## src/design/nmnp_pkg.sv

```systemverilog
// ----------------------------------------------------------------------------
// nmnp_pkg
// Shared types and codes for the nearest mapped note picker.
// ----------------------------------------------------------------------------
package nmnp_pkg;

   localparam int NOTE_W   = 7;
   localparam int OFFSET_W = 8;
   localparam int CSR_W    = 7;

   localparam logic [NOTE_W-1:0] NOTE_MAX = 7'd127;

   // request codes
   localparam logic [1:0] REQ_LOAD  = 2'd0;
   localparam logic [1:0] REQ_CLEAR = 2'd1;
   localparam logic [1:0] REQ_PICK  = 2'd2;

   // register indexes
   localparam logic [1:0] CSR_PICK_MODE     = 2'd0;
   localparam logic [1:0] CSR_TAPE_LIMIT    = 2'd1;
   localparam logic [1:0] CSR_STRETCH_LIMIT = 2'd2;

   // pick modes
   localparam logic MODE_TAPE    = 1'b0;
   localparam logic MODE_STRETCH = 1'b1;

   localparam logic [CSR_W-1:0] TAPE_LIMIT_RST    = 7'd7;
   localparam logic [CSR_W-1:0] STRETCH_LIMIT_RST = 7'd48;

   typedef struct packed {
      logic             pick_mode;
      logic [CSR_W-1:0] tape_limit;
      logic [CSR_W-1:0] stretch_limit;
   } cfg_type;

   typedef struct packed {
      logic                       slot_found;
      logic [NOTE_W-1:0]          chosen_slot;
      logic signed [OFFSET_W-1:0] pitch_offset;
   } rsp_type;

endpackage

```

## src/design/nmnp_slot_map.sv

```systemverilog
// ----------------------------------------------------------------------------
// nmnp_slot_map
// One flag per note slot: set by a load, all cleared by reset or a clear
// word. Two read ports serve the lower and upper probes of the scan.
// ----------------------------------------------------------------------------
module nmnp_slot_map #(
   parameter int NUM_SLOTS = 128,
   parameter int AW        = $clog2(NUM_SLOTS)
) (
   input  logic          clock,
   input  logic          reset,
   input  logic          wr_en,
   input  logic [AW-1:0] wr_idx,
   input  logic          clr,
   input  logic [AW-1:0] rd_idx_a,
   input  logic [AW-1:0] rd_idx_b,
   output logic          rd_data_a,
   output logic          rd_data_b
);

   logic [NUM_SLOTS-1:0] map_ff;
   logic [NUM_SLOTS-1:0] map_in;

   always_comb begin
      map_in = map_ff;
      if (clr) begin
         map_in = '0;
      end else if (wr_en) begin
         map_in[wr_idx] = 1'b1;
      end
   end

   always_ff @(posedge clock) begin
      if (reset) begin
         map_ff <= '0;
      end else begin
         map_ff <= map_in;
      end
   end

   // callers gate out-of-range indexes
   assign rd_data_a = map_ff[rd_idx_a];
   assign rd_data_b = map_ff[rd_idx_b];

endmodule

```

## src/design/nmnp_scan_seq.sv

```systemverilog
// ----------------------------------------------------------------------------
// nmnp_scan_seq
// Outward scan sequencer: one distance step per cycle, probing the slots
// below and above the note together, the lower one winning a tie, then forms the result word.
// ----------------------------------------------------------------------------
module nmnp_scan_seq #(
   parameter int NUM_SLOTS = 128,
   parameter int AW        = $clog2(NUM_SLOTS),
   parameter int DW        = $clog2(NUM_SLOTS + 128)
) (
   input  logic                            clock,
   input  logic                            reset,
   input  logic                            start,
   input  logic [nmnp_pkg::NOTE_W-1:0]     note,
   input  nmnp_pkg::cfg_type               cfg,
   output logic [AW-1:0]                   rd_idx_a,
   output logic [AW-1:0]                   rd_idx_b,
   input  logic                            rd_data_a,
   input  logic                            rd_data_b,
   output logic                            busy,
   output logic                            rsp_valid,
   output nmnp_pkg::rsp_type               rsp
);

   import nmnp_pkg::*;

   typedef enum logic [1:0] {ST_IDLE, ST_SCAN, ST_FINISH} state_type;

   localparam logic [DW:0] SLOTS_W = (DW+1)'(NUM_SLOTS);

   state_type         state_ff;
   logic [NOTE_W-1:0] note_ff;
   logic [DW-1:0]     dist_ff;
   logic              hit_ff;
   logic              lower_ff;
   logic [NOTE_W-1:0] slot_ff;
   logic              rsp_valid_ff;
   rsp_type           rsp_ff;

   logic              lo_valid;
   logic [NOTE_W-1:0] lo_idx;
   logic [DW:0]       hi_sum;
   logic              hi_valid;
   logic              lo_hit;
   logic              hi_hit;
   logic              exhausted;

   logic              fin_found;
   logic [NOTE_W-1:0] fin_mag;
   rsp_type           rsp_in;

   // probe pair at the current distance
   always_comb begin
      lo_valid  = (dist_ff <= DW'(note_ff))
                  && ((DW+1)'(note_ff) - (DW+1)'(dist_ff) < SLOTS_W);
      lo_idx    = note_ff - dist_ff[NOTE_W-1:0];
      hi_sum    = (DW+1)'(note_ff) + (DW+1)'(dist_ff);
      hi_valid  = hi_sum < SLOTS_W;
      lo_hit    = lo_valid && rd_data_a;
      hi_hit    = hi_valid && rd_data_b;
      exhausted = (dist_ff > DW'(note_ff)) && !hi_valid;
   end

   assign rd_idx_a = AW'(lo_idx);
   assign rd_idx_b = AW'(hi_sum);

   // limit checks on the hit distance
   always_comb begin
      fin_found = hit_ff;
      fin_mag   = dist_ff[NOTE_W-1:0];
      if (cfg.pick_mode == MODE_STRETCH) begin
         if (dist_ff > DW'(cfg.stretch_limit)) begin
            fin_mag = cfg.stretch_limit;
         end
      end else if (dist_ff > DW'(cfg.tape_limit)) begin
         fin_found = 1'b0;
      end
      rsp_in = '0;
      if (fin_found) begin
         rsp_in.slot_found   = 1'b1;
         rsp_in.chosen_slot  = slot_ff;
         rsp_in.pitch_offset = lower_ff ? $signed({1'b0, fin_mag})
                                        : -$signed({1'b0, fin_mag});
      end
   end

   always_ff @(posedge clock) begin
      if (reset) begin
         state_ff     <= ST_IDLE;
         rsp_valid_ff <= 1'b0;
      end else begin
         rsp_valid_ff <= 1'b0;
         unique case (state_ff)
            ST_IDLE: begin
               if (start) begin
                  note_ff  <= note;
                  dist_ff  <= '0;
                  state_ff <= ST_SCAN;
               end
            end
            ST_SCAN: begin
               priority if (lo_hit) begin
                  hit_ff   <= 1'b1;
                  lower_ff <= 1'b1;
                  slot_ff  <= lo_idx;
                  state_ff <= ST_FINISH;
               end else if (hi_hit) begin
                  hit_ff   <= 1'b1;
                  lower_ff <= 1'b0;
                  slot_ff  <= hi_sum[NOTE_W-1:0];
                  state_ff <= ST_FINISH;
               end else if (exhausted) begin
                  hit_ff   <= 1'b0;
                  lower_ff <= 1'b0;
                  slot_ff  <= '0;
                  state_ff <= ST_FINISH;
               end else begin
                  dist_ff <= dist_ff + 1'b1;
               end
            end
            ST_FINISH: begin
               rsp_ff       <= rsp_in;
               rsp_valid_ff <= 1'b1;
               state_ff     <= ST_IDLE;
            end
            default: begin
               state_ff <= ST_IDLE;
            end
         endcase
      end
   end

   assign busy      = (state_ff != ST_IDLE);
   assign rsp_valid = rsp_valid_ff;
   assign rsp       = rsp_ff;

   a_strobe_single: assert property (@(posedge clock) disable iff (reset)
      rsp_valid_ff |=> !rsp_valid_ff)
      else $error("result strobe longer than one cycle");

   a_silence_zero: assert property (@(posedge clock) disable iff (reset)
      (rsp_valid_ff && !rsp_ff.slot_found) |->
         (rsp_ff.chosen_slot == '0 && rsp_ff.pitch_offset == '0))
      else $error("silent result carries a slot or offset");

   a_start_busy: assert property (@(posedge clock) disable iff (reset)
      (start && !busy) |=> busy)
      else $error("pick accepted but sequencer not busy");

   a_scan_bound: assert property (@(posedge clock) disable iff (reset)
      (state_ff == ST_SCAN) |-> (hi_sum <= SLOTS_W + (DW+1)'(NOTE_MAX)))
      else $error("scan ran past the end of the map");

endmodule

```

## src/design/nearest_mapped_note_picker_unit.sv

```systemverilog
// ----------------------------------------------------------------------------
// nearest_mapped_note_picker_unit
// Slot map with load and clear, and a nearest-loaded-slot picker with tape
// and stretch limits on the pitch offset.
// ----------------------------------------------------------------------------
//  channel   | ports                                        | handshake
//  ----------+----------------------------------------------+------------------
//  request   | req_type, req_load_slot, req_requested_note  | start, busy
//  result    | rsp_slot_found, rsp_chosen_slot,             | rsp_strobe
//            | rsp_pitch_offset                             |
//  registers | csr_index, csr_wdata                         | csr_wr_en
//
//  Load and clear words finish at the accepting edge; busy never rises.
//  A pick scans outward from the accepting edge to distance d, d being the
//  distance to the chosen slot (up to max(128, NUM_SLOTS) on a miss), then
//  a finish state forms the result: the scan sequencer probes one distance
//  step per cycle. Busy falls with the strobe, so the next word can be
//  accepted at the edge that takes the result.
//  Reset clears the map and loads register defaults.
//  The result strobe lasts one cycle and cannot be stalled.
// ----------------------------------------------------------------------------
module nearest_mapped_note_picker_unit #(
   parameter int NUM_SLOTS = 128
) (
   input  logic                                   clock,
   input  logic                                   reset,
   input  logic                                   start,
   output logic                                   busy,
   input  logic [1:0]                             req_type,
   input  logic [6:0]                             req_load_slot,
   input  logic signed [8:0]                      req_requested_note,
   output logic                                   rsp_strobe,
   output logic                                   rsp_slot_found,
   output logic [nmnp_pkg::NOTE_W-1:0]            rsp_chosen_slot,
   output logic signed [nmnp_pkg::OFFSET_W-1:0]   rsp_pitch_offset,
   input  logic                                   csr_wr_en,
   input  logic [1:0]                             csr_index,
   input  logic [nmnp_pkg::CSR_W-1:0]             csr_wdata
);

   import nmnp_pkg::*;

   localparam int AW = $clog2(NUM_SLOTS);
   localparam int DW = $clog2(NUM_SLOTS + 128);
   localparam logic [8:0] SLOTS_W = 9'(NUM_SLOTS);

   cfg_type           cfg_ff;
   logic              accept;
   logic              map_wr;
   logic              map_clr;
   logic              pick_start;
   logic [NOTE_W-1:0] note_clamped;
   logic [AW-1:0]     rd_idx_a;
   logic [AW-1:0]     rd_idx_b;
   logic              rd_data_a;
   logic              rd_data_b;
   logic              seq_busy;
   logic              rsp_valid;
   rsp_type           rsp;

   always_ff @(posedge clock) begin
      if (reset) begin
         cfg_ff.pick_mode     <= MODE_TAPE;
         cfg_ff.tape_limit    <= TAPE_LIMIT_RST;
         cfg_ff.stretch_limit <= STRETCH_LIMIT_RST;
      end else if (csr_wr_en) begin
         unique case (csr_index)
            CSR_PICK_MODE:     cfg_ff.pick_mode     <= csr_wdata[0];
            CSR_TAPE_LIMIT:    cfg_ff.tape_limit    <= csr_wdata;
            CSR_STRETCH_LIMIT: cfg_ff.stretch_limit <= csr_wdata;
            default: begin
               // drop writes to unused indexes
            end
         endcase
      end
   end

   assign busy       = seq_busy;
   assign accept     = start && !seq_busy;
   assign map_wr     = accept && (req_type == REQ_LOAD)
                       && ({2'b00, req_load_slot} < SLOTS_W);
   assign map_clr    = accept && (req_type == REQ_CLEAR);
   assign pick_start = accept && (req_type == REQ_PICK);

   // clamp the note to 0..127
   always_comb begin
      if (req_requested_note[8]) begin
         note_clamped = '0;
      end else if (req_requested_note[7]) begin
         note_clamped = NOTE_MAX;
      end else begin
         note_clamped = req_requested_note[6:0];
      end
   end

   nmnp_slot_map #(
      .NUM_SLOTS (NUM_SLOTS),
      .AW        (AW)
   ) u_map (
      .clock     (clock),
      .reset     (reset),
      .wr_en     (map_wr),
      .wr_idx    (AW'(req_load_slot)),
      .clr       (map_clr),
      .rd_idx_a  (rd_idx_a),
      .rd_idx_b  (rd_idx_b),
      .rd_data_a (rd_data_a),
      .rd_data_b (rd_data_b)
   );

   nmnp_scan_seq #(
      .NUM_SLOTS (NUM_SLOTS),
      .AW        (AW),
      .DW        (DW)
   ) u_seq (
      .clock     (clock),
      .reset     (reset),
      .start     (pick_start),
      .note      (note_clamped),
      .cfg       (cfg_ff),
      .rd_idx_a  (rd_idx_a),
      .rd_idx_b  (rd_idx_b),
      .rd_data_a (rd_data_a),
      .rd_data_b (rd_data_b),
      .busy      (seq_busy),
      .rsp_valid (rsp_valid),
      .rsp       (rsp)
   );

   assign rsp_strobe       = rsp_valid;
   assign rsp_slot_found   = rsp.slot_found;
   assign rsp_chosen_slot  = rsp.chosen_slot;
   assign rsp_pitch_offset = rsp.pitch_offset;

endmodule
```

## config.mk

```make
export PLATFORM = sky130hd
export DESIGN_NAME = nearest_mapped_note_picker_unit
export DESIGN_NICKNAME = d
export VERILOG_FILES = /design/src/design/nmnp_pkg.sv /design/src/design/nmnp_slot_map.sv /design/src/design/nmnp_scan_seq.sv /design/src/design/nearest_mapped_note_picker_unit.sv
export SDC_FILE = /design/constraint.sdc
export NUM_CORES = 1
export LEC_CHECK = 0
export BUFFER_PORTS_ARGS = -buffer_cell sky130_fd_sc_hd__buf_2
export CAP_MARGIN = 10
export CELL_PAD_IN_SITES_DETAIL_PLACEMENT = 1
export CELL_PAD_IN_SITES_GLOBAL_PLACEMENT = 2
export CORE_MARGIN = 4
export CORE_UTILIZATION = 36
export DETAILED_ROUTE_END_ITERATION = 10
export PLACE_DENSITY_LB_ADDON = 0.1
export SYNTH_ARGS = -nofsm -noshare
export SYNTH_HDL_FRONTEND = slang
export SYNTH_HIERARCHICAL = 1
export SYNTH_SLANG_ARGS = --single-unit
```

## constraint.sdc

```tcl
create_clock -name clock -period 3.8 [get_ports clock]
set_clock_uncertainty 0.1 [all_clocks]
set_input_delay 0.76 -clock clock [delete_from_list [all_inputs] [get_ports clock]]
set_output_delay 0.76 -clock clock [all_outputs]
set_load 0.02 [all_outputs]
```

==> results of run 1 <==
[registers in the layout, summed over array words and instances (netlist names)]
register,cells
u_seq/hit_ff,1
u_seq/rsp_valid,1
u_seq/rsp,16
u_seq/lower_ff,1
u_seq/slot_ff,7
u_seq/note_ff,7
u_map/map_ff,128
cfg_ff,15
u_seq/state_ff,2
u_seq/dist_ff,8
[worst min-delay path, cell delays in order (launching register included)]
cell	delay, ns
dfxtp_1	0.32
nand2b_1	0.06
mux2i_1	0.06
[routing by layer]
metal	share of wire, %	track usage [%]	routed length [um]
met3	3.4	3.51	1060
met1	45	26.6	13800
met5	0	0	0
met4	2.3	6.20	720
met2	50	34.9	15200
[how the worst min path moves through the flow]
stage	end	start	depth (start not counted)	slack, ns
after floorplan	u_map/map_ff[100]	u_map/map_ff[100]	2	0.35
after global placement	cfg_ff[13]	cfg_ff[13]	2	0.36
after detailed placement	cfg_ff[14]	cfg_ff[14]	2	0.37
after CTS	cfg_ff[12]	cfg_ff[12]	2	0.39
after global routing	cfg_ff[14]	cfg_ff[14]	2	0.40
final	cfg_ff[11]	cfg_ff[11]	2	0.38
[cells by family (layout without fill, tap and decap cells)]
group,Yosys count,in the layout
AOI/OAI and AO/OA,195,195
buffers and inverters,96,218
adders and majority gates,31,31
xor gates and xnor gates,26,26
DFF,186,186
and+or+nand+nor,360,360
muxes,100,100
[area by class of cell]
type / count / area [um^2]
Clock buffer: 18 / 429
Clock inverter: 14 / 155
Fill cell: 3015 / 14900
Inverter: 38 / 151
Multi-Input combinational cell: 712 / 5560
Sequential cell: 186 / 4120
Tap cell: 341 / 427
Timing Repair Buffer: 148 / 1190
[power by group]
group / switching, mW / internal, mW
sequential: 0.0112 / 2.03
clock: 0.907 / 0.881
combinational: 0.278 / 0.219
total: 1.20 / 3.13
[placed cells by master, fill, tap and decap left out, types with 17 or more instances in the layout]
cell type / Yosys / routed
xnor2_1: 24 / 20
edfxtp_1: 40 / 40
nor2_1: 213 / 212
buf_2: 16 / 48
mux2i_1: 34 / 32
nand2_1: 18 / 18
nand2b_1: 27 / 27
mux4_2: 59 / 63
ha_1: 29 / 26
clkbuf_16: 0 / 17
dfxtp_1: 146 / 146
a21oi_1: 135 / 132
buf_4: 6 / 81
inv_1: 37 / 29
[what timing repair did]
item                                   4_1_cts  5_1_grt
setup endpoints to repair                   26       28
cloned                                       1        0
endpoints found under the hold margin        0        0
setup buffers                                9        6
gates resized for setup                     27       36
pin swaps                                    9        2
==> results.tsv, run 1 <==
metric	value	unit
outcome	complete, but fails checks	
failing checks	setup timing	
Simple-Gate Fraction of Synth Area	17.3	%
cell taking the most area after synthesis	dfxtp_1	
Nets	1165	
CP Launch Type	flip-flop	
combinational family with the most area after synthesis	multiplexers	
adder-cell share of the synthesized area	4.08	%
first-pass GRT wire length	48200	um
sequential area share after synthesis	41.7	%
hold slack	0.381	ns
Post-DP HPWL	21600	um
drt total wl	30800	um
XOR/XNOR share of the synthesized area	2.30	%
CP Capture Point	u_seq/slot_ff[1]	
initial antenna violation count	0	
remaining antenna violation count	0	
Tot Pwr	4.32	mW
routed len/inst	21.1	um
critical path capture point type	flip-flop	
delay-heaviest family, CP	buffers and inverters	
leakage	4.56	nW
CTS Sinks	186	
Inst Count DP	1411	
Post-Syn Instances	994	
TritonCTS clock tree	yes	
capturing point of the worst reg2reg path	u_seq/slot_ff[1]	
H-tree Lvls	4	
Crit Path Category	reg2reg	
Synth Flop Type	dfxtp_1	
critical path depth in cells	19	
fin util	44.7	%
Std-Cell Rows	60	
CP required	3.86	ns
antenna diode instance count	0	
Final Hold Viols	0	
Die Wd	174	um
Post-Synthesis Cell Area	9880	um^2
Final Setup Violations	11	
clk slew on worst S/H paths	0.07	ns
gpl congestion	0.807	
Die Span Y	174	um
synthesis-stage register bit count	186	
Final Instance Area	12000	um^2
final worst slack	-0.0231	ns
Setup TNS	-0.201	ns
arrival time worst endpoint	3.89	ns
Starting Density	36.7	%
Total GRT Usage	20.4	%
Crit. Startpoint	u_seq/note_ff[0]	
CORE AREA	27000	um^2
critical path cell sequence	inv_1 > ha_2 > inv_2 > fa_2 > buf_6 > xor2_4 > buf_12 > buf_16 > buf_4 > mux4_2 > mux2i_1 > mux2i_1 > a31oi_1 > nand4_1 > inv_1 > a211o_4 > buf_6 > a21boi_4 > buf_12	
R2R depth	19	
pwr dens	359	nW/um^2
Worst Path Buf+Inv	9	
EDFF count, synth	40	
synth cell count leaders	213 x nor2_1, 146 x dfxtp_1, 135 x a21oi_1, 59 x mux4_2, 40 x edfxtp_1	
Yosys top cell area share	29.6	%
hold_buf cts	0	
synth unique cells	64	
clock buffer count from CTS	17	
complex-gate fraction of the synthesized area	11.5	%
post-synthesis mux area share	18.8	%
First-pass DRT Iterations	5	
largest net degree at the start of global routing	60	
IO buf count	48	
layout cells sized above 1	26.9	%
drt drc	0	
Finished Layout Cells	1457	
DIE AREA	30200	um^2
Worst-Skew Late Latency	0.45	ns
most common cell in the netlist	nor2_1	
Placed Area	11100	um^2
Rel. slew slack	32.4	%
CP max-delay cell	edfxtp_1	
Overflow after GRT	0	
number of max-cap violations	0	
clock tree buffer depth	2	
Tightest Hold Check Type	reg2reg	
final critical-path required period	3.82	ns
Area growth syn-to-layout	21.9	%
CP max stage delay	0.39	ns
fin crit share	101	%
Slew @ Worst Pin	1.01	ns
syn nets	1056	
ys async rst share	0	%
synthesized area per cell	9.94	um^2
Via density	5.48	
Worst R2R Setup Slack	-0.02	ns
worst slack, placed	-0.233	ns
vias in the first global route	8394	
Max IR drop VDD	212	uV
YS warnings	6	
IO Pins	49	
Iter 0 DRT Violations	421	
max-slew violations	0	
via count	7989	
RSZ-0062 raised after global routing	true	
Clock Tree Root	clkbuf_16	
fmax	0.262	GHz
worst r2r src	u_seq/note_ff[0]	
crit path max fanout	9	
Area contributors post-synth	dfxtp_1 30%, mux4_2 13%, edfxtp_1 12%, nor2_1 8.1%, a21oi_1 6.8%	
Note: power is estimated with default switching activity, not from simulation.
==> inputs of run 2 (changes only) <==
CORE_UTILIZATION = 43   (was 36)
clock period = 4.87 ns   (was 3.8 ns; I/O delays follow)
==> run 2 against run 1 <==
  * The run now ends clean
  * First-iteration DRC count is 2.9% lower
  * Count of clock-buffer cells in the layout is 1 lower
  * Die area is 16% lower
  * Sequential share of layout area is 3.0 points higher
  * Register-to-register slack better by 0.60 ns
  * Global-route usage is 2.0 points higher
  * Utilization is 4.3 points higher
  * Critical path type unchanged
  * Largest cell class unchanged
  * Highest routed layer unchanged
==> results.tsv, run 2 (synthesized netlist as in run 1, its figures left out) <==
metric	value	unit	change
outcome	finished clean		
Post-DP HPWL	20200	um	-6.5%
gpl congestion	0.817		+1.2%
Final Instance Area	11100	um^2	-7.9%
IO buf count	48		unchanged
antenna diode instance count	0		unchanged
Setup TNS	0	ns	+0.201 ns
Starting Density	43.6	%	+7.0 points
worst slack, placed	0.566	ns	+0.799 ns
initial antenna violation count	0		unchanged
capturing point of the worst reg2reg path	u_seq/dist_ff[0]		
Via density	5.80		+5.8%
worst r2r src	u_seq/dist_ff[1]		
largest net degree at the start of global routing	67		+12%
number of max-cap violations	0		unchanged
Crit Path Category	reg2reg		
drt total wl	28400	um	-7.9%
final critical-path required period	4.29	ns	+0.470 ns
First-pass DRT Iterations	5		unchanged
CP Capture Point	u_seq/dist_ff[0]		
CTS Sinks	186		unchanged
Die Wd	160	um	-8.1%
CORE AREA	22600	um^2	-16%
Final Hold Viols	0		unchanged
Area growth syn-to-layout	12.2	%	
crit path max fanout	15		+6
Rel. slew slack	24.8	%	-7.5 points
met3 wire len	919	um	-13%
first-pass GRT wire length	45200	um	-6.3%
Worst-Skew Late Latency	0.44	ns	about the same
hold slack	0.382	ns	+0.000666 ns
Largest Register	u_map/map_ff		
critical path capture point type	flip-flop		
met2 WL	14000	um	-8.0%
CP max-delay cell	inv_1		
CP required	4.89	ns	+1.03 ns
H-tree Lvls	4		unchanged
most common cell after layout, fill and taps aside	nor2_1		
Clock Tree Root	clkbuf_16		
routed len/inst	21.3	um	+0.68%
Worst R2R Setup Slack	0.58	ns	+0.60 ns
Total GRT Usage	22.4	%	+2.0 points
remaining antenna violation count	0		unchanged
Post-CTS Setup Inserts	0		-9
M1 wire length	12700	um	-7.7%
Iter 0 DRT Violations	409		-2.9%
clock buffer count from CTS	17		unchanged
arrival time worst endpoint	4.32	ns	+0.43 ns
via count	7731		-3.2%
hold_buf cts	0		unchanged
max-slew violations	0		unchanged
DIE AREA	25500	um^2	-16%
clock tree buffer depth	2		unchanged
Inst Count DP	1301		-7.8%
Highest Signal Layer	met4		
TritonCTS clock tree	yes		
Crit. Startpoint	u_seq/dist_ff[1]		
Placed Area	10500	um^2	-5.0%
final worst slack	0.577	ns	+0.600 ns
Nets	1097		-5.8%
Tot Pwr	3.26	mW	-25%
fin util	49.0	%	+4.3 points
layout cells sized above 1	17.8	%	-9.0 points
Overflow after GRT	0		unchanged
Tightest Hold Check Type	reg2reg		
max reg flops	128		unchanged
Max IR drop VDD	234	uV	+11%
clk slew on worst S/H paths	0.08	ns	about the same
fmax	0.233	GHz	-11%
R2R depth	10		-9
critical path cell sequence	inv_1 > fa_1 > xnor2_1 > inv_1 > mux4_2 > mux4_2 > a32oi_1 > nand4_1 > mux2i_1 > a31o_2		
leakage	4.16	nW	-8.9%
IO Pins	49		unchanged
most frequent cells in the layout	213 x nor2_1, 146 x dfxtp_1, 135 x a21oi_1		
Std-Cell Rows	55		-8.3%
Die Span Y	160	um	-8.1%
RSZ-0062 raised after global routing	false		
Finished Layout Cells	1333		-8.5%
fin crit share	88.2	%	-12 points
pwr dens	294	nW/um^2	-18%
Slew @ Worst Pin	1.12	ns	+0.117 ns
CP max stage delay	0.53	ns	+0.14 ns
drt drc	0		unchanged
cts repair resizes	0		-100%
vias in the first global route	7836		-6.6%
Final Setup Violations	0		-11
CP Launch Type	flip-flop		
-- run 2: changes by cell type in the layout (fill, tap and decap cells not counted), moves of 5 or more --
cell / delta
inv_1: +7
buf_12: -11
inv_2: -5
buf_6: -5
buf_4: -51
-- run 2: layer usage --
layer	vias to the layer above	global-route usage [%]
li1	3672	-
met4	0	7.50
met3	41	2.85
met5	-	0
met2	167	38.8
met1	3851	29.2
-- run 2: final cells by class --
| type | instances | area [um^2] |
|---|---|---|
| inverters | 38 | 144 |
| clock inverters | 15 | 151 |
| fillers | 2540 | 11600 |
| clock buffers | 17 | 425 |
| flip-flops and latches | 186 | 4120 |
| repair buffers | 80 | 505 |
| multi-input cells | 712 | 5380 |
| well taps | 285 | 357 |
-- run 2: report_power, final --
part	total (mW)	switching (mW)	internal [mW]
Clock	1.38	0.689	0.686
Sequential	1.59	0.00960	1.58
Combinational	0.294	0.186	0.108
-- run 2: worst min-delay path by stage --
stage / startpoint / end / slack [ns] / cells past startpoint
2_1_floorplan: u_map/map_ff[100] / u_map/map_ff[100] / 0.35 / 2
3_3_place_gp: u_map/map_ff[92] / u_map/map_ff[92] / 0.36 / 2
3_5_place_dp: cfg_ff[14] / cfg_ff[14] / 0.37 / 2
4_1_cts: cfg_ff[11] / cfg_ff[11] / 0.39 / 2
5_1_grt: cfg_ff[14] / cfg_ff[14] / 0.41 / 2
6_report: cfg_ff[10] / cfg_ff[10] / 0.38 / 2
-- run 2: worst max-delay path, delay by kind of cell (launching register included) --
| kind | cells | cell delay, ns |
|---|---|---|
| flip-flops | 1 | 0.49 |
| XOR/XNOR | 1 | 0.19 |
| AO/OA/AOI/OAI | 2 | 0.58 |
| adder cells (fa/ha/maj) | 1 | 0.48 |
| multiplexers | 3 | 1.19 |
| AND/OR/NAND/NOR | 1 | 0.20 |
| buffers and inverters | 2 | 0.75 |
